`config.mk`:
```
export PLATFORM = sky130hd
export DESIGN_NAME = parallel_interface_timer_regs_top
export DESIGN_NICKNAME = d
export VERILOG_FILES = /design/src/rtl/core/pit_pkg.sv /design/src/rtl/core/parallel_interface_timer_regs_top.sv /design/src/rtl/core/pit_timer.sv /design/src/rtl/core/pit_bank.sv
export SDC_FILE = /design/constraint.sdc
export NUM_CORES = 1
export LEC_CHECK = 0
export ABC_AREA = 1
export BUFFER_PORTS_ARGS = -buffer_cell sky130_fd_sc_hd__buf_2
export CAP_MARGIN = 20
export CORE_MARGIN = 2
export CORE_UTILIZATION = 40
export DETAILED_ROUTE_END_ITERATION = 16
export MAX_ROUTING_LAYER = met4
export PLACE_DENSITY_LB_ADDON = 0.3
export SLEW_MARGIN = 20
export SYNTH_ARGS = -nofsm -noshare
export SYNTH_HDL_FRONTEND = slang
export SYNTH_SLANG_ARGS = --single-unit
export TNS_END_PERCENT = 20
```
`constraint.sdc`:
```
create_clock -name clk -period 4.57 [get_ports clk]
set_input_delay 0.914 -clock clk [delete_from_list [all_inputs] [get_ports clk]]
set_output_delay 0.914 -clock clk [all_outputs]
set_load 0.01 [all_outputs]
```
`src/rtl/core/pit_pkg.sv`:
```
// ----------------------------------------------------------------------------
// pit_pkg
// Shared types, action codes and register offsets of the parallel
// interface/timer register block.
// ----------------------------------------------------------------------------
package pit_pkg;

  typedef enum logic [1:0] {
    ACT_READ  = 2'd0,
    ACT_WRITE = 2'd1,
    ACT_TICK  = 2'd2,
    ACT_NOP   = 2'd3
  } action_t;

  localparam int CntW = 24;
  localparam int PendW = 32;

  localparam logic [5:0] REG_GCR  = 6'h01;
  localparam logic [5:0] REG_SRR  = 6'h03;
  localparam logic [5:0] REG_DDRA = 6'h05;
  localparam logic [5:0] REG_DDRB = 6'h07;
  localparam logic [5:0] REG_DDRC = 6'h09;
  localparam logic [5:0] REG_PVR  = 6'h0B;
  localparam logic [5:0] REG_PACR = 6'h0D;
  localparam logic [5:0] REG_PBCR = 6'h0F;
  localparam logic [5:0] REG_PADR = 6'h11;
  localparam logic [5:0] REG_PBDR = 6'h13;
  localparam logic [5:0] REG_PAAR = 6'h15;
  localparam logic [5:0] REG_PBAR = 6'h17;
  localparam logic [5:0] REG_PCDR = 6'h19;
  localparam logic [5:0] REG_PSR  = 6'h1B;
  localparam logic [5:0] REG_TCR  = 6'h21;
  localparam logic [5:0] REG_TVR  = 6'h23;
  localparam logic [5:0] REG_CPRH = 6'h27;
  localparam logic [5:0] REG_CPRM = 6'h29;
  localparam logic [5:0] REG_CPRL = 6'h2B;
  localparam logic [5:0] REG_CNTH = 6'h2F;
  localparam logic [5:0] REG_CNTM = 6'h31;
  localparam logic [5:0] REG_CNTL = 6'h33;
  localparam logic [5:0] REG_TSR  = 6'h35;

  localparam logic [7:0] UNMAPPED_RD = 8'hFF;
  localparam logic [7:0] PVR_MASK    = 8'hFC;
  localparam logic [7:0] VEC_MASK    = 8'hFE;
  localparam logic [2:0] MODE_A      = 3'd5;
  localparam logic [2:0] MODE_B      = 3'd7;
  localparam logic [CntW-1:0] CNT_ROLL = 24'hFF_FFFF;

  typedef struct packed {
    action_t         action;
    logic [5:0]      reg_offset;
    logic [7:0]      write_data;
    logic [CntW-1:0] elapsed_ticks;
    logic [3:0]      handshake_edges;
  } item_t;

  typedef struct packed {
    logic [7:0] read_data;
    logic       irq_request;
    logic [2:0] irq_level;
    logic [7:0] irq_vector;
  } result_t;

  typedef struct packed {
    logic [PendW-1:0] pending;
    logic [CntW-1:0]  count;
    logic [7:0]       status;
    logic             counting;
    logic             req;
  } timer_next_t;

endpackage

```
`src/rtl/core/parallel_interface_timer_regs_top.sv`:
```
// ----------------------------------------------------------------------------
// parallel_interface_timer_regs_top
// Parallel interface/timer register model: bus reads and writes, timer
// ticks and vectored handshake interrupts.
// ----------------------------------------------------------------------------
// Usage:
//   Input channel (in_valid/in_ready) carries one word per access: a
//   register read, a register write or a time tick. Each word yields one
//   result word on the output channel (out_valid/out_ready): read byte, or
//   the interrupt request, level and vector raised by a tick.
//   A word is captured in the input register, evaluated by single-pass
//   register logic and lands in the result register, which raises out_valid;
//   throughput one word per cycle while the receiver does not stall.
//   The result register holds while the receiver stalls; the input register
//   still takes a word, then in_ready drops until the result drains.
//   cfg_write with cfg_data sets the interrupt level; write it while idle.
//   Synchronous reset returns all registers to their power-up values (level
//   3, vectors 0x0F, port C data and port status 0xAA) and empties both
//   stages.
// ----------------------------------------------------------------------------
module parallel_interface_timer_regs_top import pit_pkg::*; (
  input  logic            clk,
  input  logic            rst,
  input  logic            cfg_write,
  input  logic [2:0]      cfg_data,
  input  logic            in_valid,
  output logic            in_ready,
  input  logic [1:0]      action,
  input  logic [5:0]      reg_offset,
  input  logic [7:0]      write_data,
  input  logic [CntW-1:0] elapsed_ticks,
  input  logic [3:0]      handshake_edges,
  output logic            out_valid,
  input  logic            out_ready,
  output logic [7:0]      read_data,
  output logic            irq_request,
  output logic [2:0]      irq_level,
  output logic [7:0]      irq_vector
);

  logic       irq_level_cfg;
  logic [2:0] level;
  logic       stage_valid;
  item_t      stage;
  logic       advance;
  result_t    res;
  result_t    out_reg;

  assign irq_level_cfg = cfg_write;
  assign advance  = stage_valid && (!out_valid || out_ready);
  assign in_ready = !stage_valid || advance;

  always_ff @(posedge clk) begin
    if (rst) begin
      level <= 3'd3;
    end else if (irq_level_cfg) begin
      level <= cfg_data;
    end
  end

  always_ff @(posedge clk) begin
    if (rst) begin
      stage_valid <= 1'b0;
    end else if (in_ready) begin
      stage_valid <= in_valid;
    end
  end

  always_ff @(posedge clk) begin
    if (in_valid && in_ready) begin
      stage.action          <= action_t'(action);
      stage.reg_offset      <= reg_offset;
      stage.write_data      <= write_data;
      stage.elapsed_ticks   <= elapsed_ticks;
      stage.handshake_edges <= handshake_edges;
    end
  end

  pit_bank u_bank (
    .clk   (clk),
    .rst   (rst),
    .fire  (advance),
    .item  (stage),
    .level (level),
    .res   (res)
  );

  always_ff @(posedge clk) begin
    if (rst) begin
      out_valid <= 1'b0;
    end else if (advance) begin
      out_valid <= 1'b1;
    end else if (out_ready) begin
      out_valid <= 1'b0;
    end
  end

  always_ff @(posedge clk) begin
    if (advance) begin
      out_reg <= res;
    end
  end

  assign read_data   = out_reg.read_data;
  assign irq_request = out_reg.irq_request;
  assign irq_level   = out_reg.irq_level;
  assign irq_vector  = out_reg.irq_vector;

endmodule

```
`src/rtl/core/pit_timer.sv`:
```
// ----------------------------------------------------------------------------
// pit_timer
// Tick update of the 24-bit counter: saturating accumulation of elapsed
// time, count down, expiry with reload or rollover.
// ----------------------------------------------------------------------------
module pit_timer import pit_pkg::*; (
  input  logic [7:0]       timer_control,
  input  logic [7:0]       timer_status,
  input  logic [CntW-1:0]  preload_value,
  input  logic [CntW-1:0]  count_value,
  input  logic [PendW-1:0] pending_ticks,
  input  logic [CntW-1:0]  elapsed_ticks,
  output timer_next_t      nxt
);

  logic [PendW:0]   sum;
  logic [PendW-1:0] pend_sat;
  logic [2:0]       mode;
  logic             expire;

  assign sum      = {1'b0, pending_ticks} + {{(PendW+1-CntW){1'b0}}, elapsed_ticks};
  assign pend_sat = sum[PendW] ? {PendW{1'b1}} : sum[PendW-1:0];
  assign mode     = timer_control[7:5];
  assign expire   = pend_sat >= {{(PendW-CntW){1'b0}}, count_value};

  always_comb begin
    nxt.counting = (mode == MODE_A) || (mode == MODE_B);
    nxt.pending  = pend_sat;
    nxt.count    = count_value;
    nxt.status   = timer_status;
    if (nxt.counting) begin
      nxt.pending = '0;
      if (expire) begin
        nxt.status = timer_status | 8'h01;
        nxt.count  = timer_control[4] ? CNT_ROLL : preload_value;
      end else begin
        nxt.count = count_value - pend_sat[CntW-1:0];
      end
    end
    nxt.req = nxt.counting && nxt.status[0];
  end

endmodule

```
`src/rtl/core/pit_bank.sv`:
```
// ----------------------------------------------------------------------------
// pit_bank
// Register bank: byte reads and writes, timer tick and handshake line
// service with vectored requests.
// ----------------------------------------------------------------------------
module pit_bank import pit_pkg::*; (
  input  logic       clk,
  input  logic       rst,
  input  logic       fire,
  input  item_t      item,
  input  logic [2:0] level,
  output result_t    res
);

  logic [7:0]       general_control;
  logic [7:0]       service_request;
  logic [7:0]       direction_abc [3];
  logic [7:0]       port_vector;
  logic             vector_written;
  logic [7:0]       port_control_ab [2];
  logic [7:0]       port_data_abc [3];
  logic [7:0]       port_status;
  logic [7:0]       timer_control;
  logic [7:0]       timer_vector;
  logic [7:0]       timer_status;
  logic [CntW-1:0]  preload_value;
  logic [CntW-1:0]  count_value;
  logic [3:0]       handshake_latch;
  logic [PendW-1:0] pending_ticks;

  timer_next_t      tn;
  logic             tmr_on;
  logic [3:0]       latch_in;
  logic [3:0]       srv;
  logic [3:0]       latch_next;
  logic [7:0]       flags;
  logic [7:0]       rd;
  logic             req;
  logic [7:0]       vec;

  function automatic logic [7:0] line_vec(input logic [7:0] pv, input logic wr,
                                          input logic [1:0] b);
    line_vec = wr ? ((pv & VEC_MASK) + {6'b0, b}) : pv;
  endfunction

  pit_timer u_timer (
    .timer_control (timer_control),
    .timer_status  (timer_status),
    .preload_value (preload_value),
    .count_value   (count_value),
    .pending_ticks (pending_ticks),
    .elapsed_ticks (item.elapsed_ticks),
    .nxt           (tn)
  );

  assign tmr_on   = timer_control[0];
  assign latch_in = handshake_latch | item.handshake_edges;

  always_comb begin
    srv = '0;
    if (general_control[7:6] == 2'b00) begin
      srv[3] = general_control[5] && !port_control_ab[1][5] && port_control_ab[1][2]
               && latch_in[3];
      srv[2] = general_control[5] && port_control_ab[1][1] && latch_in[2];
      srv[1] = general_control[4] && !port_control_ab[0][5] && port_control_ab[0][2]
               && latch_in[1];
      srv[0] = general_control[4] && port_control_ab[0][1] && latch_in[0];
    end
    latch_next = latch_in & ~srv;
    flags = ({8{srv[3]}} & 8'h88) | ({8{srv[2]}} & 8'h44)
          | ({8{srv[1]}} & 8'h22) | ({8{srv[0]}} & 8'h11);
  end

  always_comb begin
    req = 1'b0;
    vec = 8'h00;
    if (item.action == ACT_TICK) begin
      req = (tmr_on && tn.req) || (srv != 4'b0000);
      priority if (srv[0]) vec = line_vec(port_vector, vector_written, 2'd0);
      else if (srv[1])     vec = line_vec(port_vector, vector_written, 2'd1);
      else if (srv[2])     vec = line_vec(port_vector, vector_written, 2'd2);
      else if (srv[3])     vec = line_vec(port_vector, vector_written, 2'd3);
      else if (tmr_on && tn.req) vec = timer_vector;
      else vec = 8'h00;
    end
  end

  always_comb begin
    unique case (item.reg_offset)
      REG_GCR:  rd = general_control;
      REG_SRR:  rd = service_request;
      REG_DDRA: rd = direction_abc[0];
      REG_DDRB: rd = direction_abc[1];
      REG_DDRC: rd = direction_abc[2];
      REG_PVR:  rd = port_vector;
      REG_PACR: rd = port_control_ab[0];
      REG_PBCR: rd = port_control_ab[1];
      REG_PADR: rd = port_data_abc[0];
      REG_PBDR: rd = port_data_abc[1];
      REG_PAAR: rd = 8'h00;
      REG_PBAR: rd = 8'h00;
      REG_PCDR: rd = port_data_abc[2];
      REG_PSR:  rd = port_status;
      REG_TCR:  rd = timer_control;
      REG_TVR:  rd = timer_vector;
      REG_CPRH: rd = preload_value[23:16];
      REG_CPRM: rd = preload_value[15:8];
      REG_CPRL: rd = preload_value[7:0];
      REG_CNTH: rd = count_value[23:16];
      REG_CNTM: rd = count_value[15:8];
      REG_CNTL: rd = count_value[7:0];
      REG_TSR:  rd = timer_status;
      default:  rd = UNMAPPED_RD;
    endcase
  end

  always_comb begin
    res.read_data   = (item.action == ACT_READ) ? rd : 8'h00;
    res.irq_request = req;
    res.irq_level   = req ? level : 3'd0;
    res.irq_vector  = vec;
  end

  always_ff @(posedge clk) begin
    if (rst) begin
      general_control    <= '0;
      service_request    <= '0;
      direction_abc[0]   <= '0;
      direction_abc[1]   <= '0;
      direction_abc[2]   <= '0;
      port_vector        <= 8'h0F;
      vector_written     <= 1'b0;
      port_control_ab[0] <= '0;
      port_control_ab[1] <= '0;
      port_data_abc[0]   <= '0;
      port_data_abc[1]   <= '0;
      port_data_abc[2]   <= 8'hAA;
      port_status        <= 8'hAA;
      timer_control      <= '0;
      timer_vector       <= 8'h0F;
      timer_status       <= '0;
      preload_value      <= '0;
      count_value        <= '0;
      handshake_latch    <= '0;
      pending_ticks      <= '0;
    end else if (fire) begin
      unique case (item.action)
        ACT_WRITE: begin
          unique case (item.reg_offset)
            REG_GCR:  general_control    <= item.write_data;
            REG_SRR:  service_request    <= item.write_data;
            REG_DDRA: direction_abc[0]   <= item.write_data;
            REG_DDRB: direction_abc[1]   <= item.write_data;
            REG_DDRC: direction_abc[2]   <= item.write_data;
            REG_PVR: begin
              port_vector    <= item.write_data & PVR_MASK;
              vector_written <= 1'b1;
            end
            REG_PACR: port_control_ab[0] <= item.write_data;
            REG_PBCR: port_control_ab[1] <= item.write_data;
            REG_PADR: port_data_abc[0]   <= item.write_data;
            REG_PBDR: port_data_abc[1]   <= item.write_data;
            REG_PCDR: port_data_abc[2]   <= item.write_data;
            REG_PSR:  port_status <= port_status & ~{4'h0, item.write_data[3:0]};
            REG_TCR:  timer_control      <= item.write_data;
            REG_TVR:  timer_vector       <= item.write_data;
            REG_CPRH: begin
              preload_value[23:16] <= item.write_data;
              count_value[23:16]   <= item.write_data;
            end
            REG_CPRM: begin
              preload_value[15:8] <= item.write_data;
              count_value[15:8]   <= item.write_data;
            end
            REG_CPRL: begin
              preload_value[7:0] <= item.write_data;
              count_value[7:0]   <= item.write_data;
            end
            REG_CNTH: count_value[23:16] <= item.write_data;
            REG_CNTM: count_value[15:8]  <= item.write_data;
            REG_CNTL: count_value[7:0]   <= item.write_data;
            REG_TSR: begin
              if (item.write_data[0]) timer_status <= 8'h00;
            end
            default: ;
          endcase
        end
        ACT_TICK: begin
          handshake_latch <= latch_next;
          port_status     <= port_status | flags;
          if (tmr_on) begin
            pending_ticks <= tn.pending;
            count_value   <= tn.count;
            timer_status  <= tn.status;
          end
        end
        default: ;
      endcase
    end
  end

endmodule
```
==> impl_summary.md <==
Outcome
The run finished with clean final reports.

Yosys
The synthesized design contains between 200 and 300 register bits. The synthesized net count is between 2,000 and 2,500. The summed instance area of the synthesized netlist is about 15,000 um2. The fraction of synthesized cell area taken by the top area cell type is between 20% and 30%. Yosys printed 0 warnings. The share of synthesized flip-flops with an asynchronous set or reset is 0%. The sequential element share of the synthesized area is 44.1%. Sorting the synthesized cells by area gives the leading types as edfxtp_1, dfxtp_1, nand2_1. The dominant register cell in the synthesized netlist is dfxtp_1. The instance count of the mapped netlist is 1,933. In this run, synthesis inferred 128 flip-flops with an integrated enable. The mean cell area of the mapped netlist is a little under 8 um2. The cell with the most instances after synthesis is nand2_1. edfxtp_1 takes more of the synthesized area than any other cell. The commonest cells after synthesis are nand2_1, inv_1, nor2_1. The distinct cell type count of the synthesized netlist is 51.

Drt
The vias after detailed routing is between 10,000 and 15,000. The count of nets left with antenna violations after detail routing is 0. The routed length per instance is 19.4 um.

The wire length reported by the detailed router is 48.7 mm. The mean number of vias per cell is 5.42. The number of detailed-route iterations in the first pass is 5. The detailed router finished its first iteration with 1,302 violations.

For this run, design rule violations remaining after detail routing come to 0.

STA
The final setup skew is between 20 and 30 ps. The maximum clock frequency is roughly 0.24 GHz. Setup repair after global routing could not meet its margin everywhere.

The worst-case headroom to the max-slew limit is 32.7%. The final critical-path required period is 4240 ps. Setup total negative slack on the finished layout was measured at 0 ps.

On the final layout, the worst hold slack is ~440 ps. At the pin with the least slew margin, the transition time is between 1000 and 1500 ps. Setup violations remaining at the end of the flow were counted as 0. The part of the cycle the worst path needs is approximately 93%. The number of max-slew violations in the final report came to 0. The total count of hold-check failures in the final report is 0.

Pwr
Across the VDD grid, the largest voltage drop is roughly 0.32 mV. For this design the static power due to leakage is about 7.4 nW. The power density over the cells is between 300 and 400 nW/um2.

Setup path
The kind of start point of the critical path is a flip-flop. STA classifies the critical path endpoint as a flip-flop. The library cell contributing the largest single delay on the critical path is edfxtp_1.

The data required time at the worst endpoint is a little under 5000 ps. The critical-path maximum fanout is 24. Data on the critical path arrives at its endpoint at about 4500 ps. The largest stage delay on the critical path is 390 ps. The path type of the worst setup path is reg -> reg.

By instance count, the cell type seen most on the critical path is nand2_2.

Die
Pin placement for this block handled 74 I/O pins. The initial standard-cell utilization of the core is between 40% and 50%. The area inside the core boundary is between 30,000 and 40,000 um2. The die is a little under 200 um tall.

In this run the core area contains 70 standard-cell rows. The overall die area is a little under 40,000 um2. The width of the chip is a little under 200 um.

GRT
Entering global routing, the biggest net connects 45 pins. For this run, the total global-route usage over all layers was measured as between 20 and 30%. The first global-routing pass estimated 74.3 mm of wire. The initial antenna violation count was 1. The via count of the first global-routing pass is about 13,000. The total congestion overflow is 0.

Finish
The final layout contains ~2,100 nets. Relative to the synthesized area, the layout overhead comes to 14.3%. The fraction of layout cells with a size suffix above 1 is 10.4%. The final cell area excluding filler cells is around 17,000 um2.

Clock network
The post-cts hold buffer count is 0. The maximum level of the CTS H-tree is 2. The clock tree from TritonCTS is yes.

The clock drives approximately 270 sinks. The clock transition time at the flip-flop clock pins of the worst setup and hold paths is 60 ps. The number of buffers added by the clock tree synthesis step is 34.

The later-pin clock latency in the skew report is 560 ps. In this run the clock root is driven by a clkbuf_16. The deepest clock path buffer count is 3.

Job
The max-cap check violation count is 0.

Hold path
The min-delay analysis places its worst path in the category reg -> reg.

Place
The cell area after placement is roughly 16,000 um2. The routability congestion estimate from global placement is just under 1. The count of port buffers added during placement is 73. After legalization and detailed placement, the total HPWL measured ~36 mm.
## per-layer routing
metal  GRT usage [%]  up-vias  part of all wire, %
met5               -        -                    0
met4            8.83        0                  3.1
li1                -     6656                    -
met1            35.5     6321                   46
met2            38.3      501                   44
met3            4.47      108                  7.2
## critical path: cells and delay by family, from the launching register on
family,cells,cell delay (ps)
buffers and inverters,2,160
adders and majority gates,3,1000
and+or+nand+nor,17,1720
DFF,1,390
AOI/OAI and AO/OA,5,710
## report_power, final
part	leakage, nW	switching (mW)	total (mW)	internal, mW
Clock	0.546	1.10	2.74	1.64
Sequential	2.40	0.0374	2.60	2.56
Combinational	4.46	0.365	0.521	0.156
Total	7.41	1.50	5.86	4.36
## through the flow
stage / cells / setup slack (ps) / util [%] / power [mW]
floorplan: 1933 / 562 / - / 2.96
global placement: 2443 / 174 / 43.2 / 3.15
detailed placement: 2443 / -36.9 / 43.2 / 3.16
CTS: 2505 / 50.4 / 46.3 / 5.88
global route: 2506 / -15.1 / 46.6 / 6.05
finish: 2506 / 334 / 46.6 / 5.86
## sequential cells by signal, summed over array words and instances, names as in the netlist, 4 cells and up
signal                  cells
u_bank.timer_control        8
u_bank.timer_vector         8
u_bank.preload_value       24
u_bank.count_value         24
stage                      44
u_bank.handshake_latch      4
u_bank.port_status          8
u_bank.direction_abc       24
read_data                   8
u_bank.port_vector          7
u_bank.service_request      8
u_bank.port_data_abc       24
u_bank.pending_ticks       32
u_bank.general_control      8
irq_vector                  8
u_bank.port_control_ab     16
## area by class of cell
type                       count  area [um2]
clock buffer                  47         951
timing repair buffer          98         566
sequential                   266        6610
multi-input combinational   1345        7240
inverter                     266        1000
clock inverter                15         178
antenna                        1        2.50
fill                        3698       19700
tap                          468         586
## final timing paths
| check | from | depth (start not counted) | endpoint | slack (ps) |
|---|---|---|---|---|
| worst max register to register | stage[4] | 27 | irq_level[1] | 330 |
| worst min register to register | u_bank.port_status[5] | 2 | u_bank.port_status[5] | 440 |
| worst max-delay path | stage[4] | 27 | irq_level[1] | 330 |
| worst min-delay path | u_bank.port_status[5] | 2 | u_bank.port_status[5] | 440 |
## placed cells by master (no fill, tap or decap), types with 4 or more instances in the layout
cell / netlist / routed
nor3_1: 22 / 21
a21o_1: 4 / 4
a31oi_1: 25 / 25
o21ai_1: 10 / 12
o2111ai_1: 4 / 4
o221ai_1: 6 / 6
nand2_2: 4 / 11
inv_1: 255 / 253
nand4_1: 23 / 23
xnor2_1: 11 / 11
clkbuf_1: 42 / 9
a221oi_1: 17 / 17
o22ai_1: 8 / 8
nand3_1: 85 / 84
inv_2: 8 / 8
edfxtp_1: 128 / 128
a211oi_1: 6 / 6
nand2_1: 407 / 400
buf_4: 0 / 24
o211ai_1: 16 / 16
clkbuf_16: 0 / 35
nor2_2: 10 / 18
ha_2: 0 / 4
xor2_1: 35 / 35
nor2_1: 202 / 193
nor4_1: 11 / 11
a22oi_1: 7 / 7
ha_1: 77 / 72
clkinv_1: 3 / 7
a21oi_1: 175 / 173
clkinv_2: 0 / 4
dfxtp_1: 138 / 138
o21ai_0: 149 / 146
nand3_2: 4 / 5
buf_2: 11 / 73
## repair_timing
| action | CTS | global route |
|---|---|---|
| setup endpoints to repair | 4 | 36 |
| pin swaps | 0 | 2 |
| setup buffers | 0 | 0 |
| gates resized for setup | 2 | 30 |
## kinds of logic after synthesis
kind of cell	share of synthesized area, %
and+or+nand+nor	21.9
AOI/OAI and AO/OA	16.4
buffers and inverters	8.25
DFF	44.1
adders and majority gates	6.69
xor gates and xnor gates	2.69
Power figures use the tool's default switching activity.
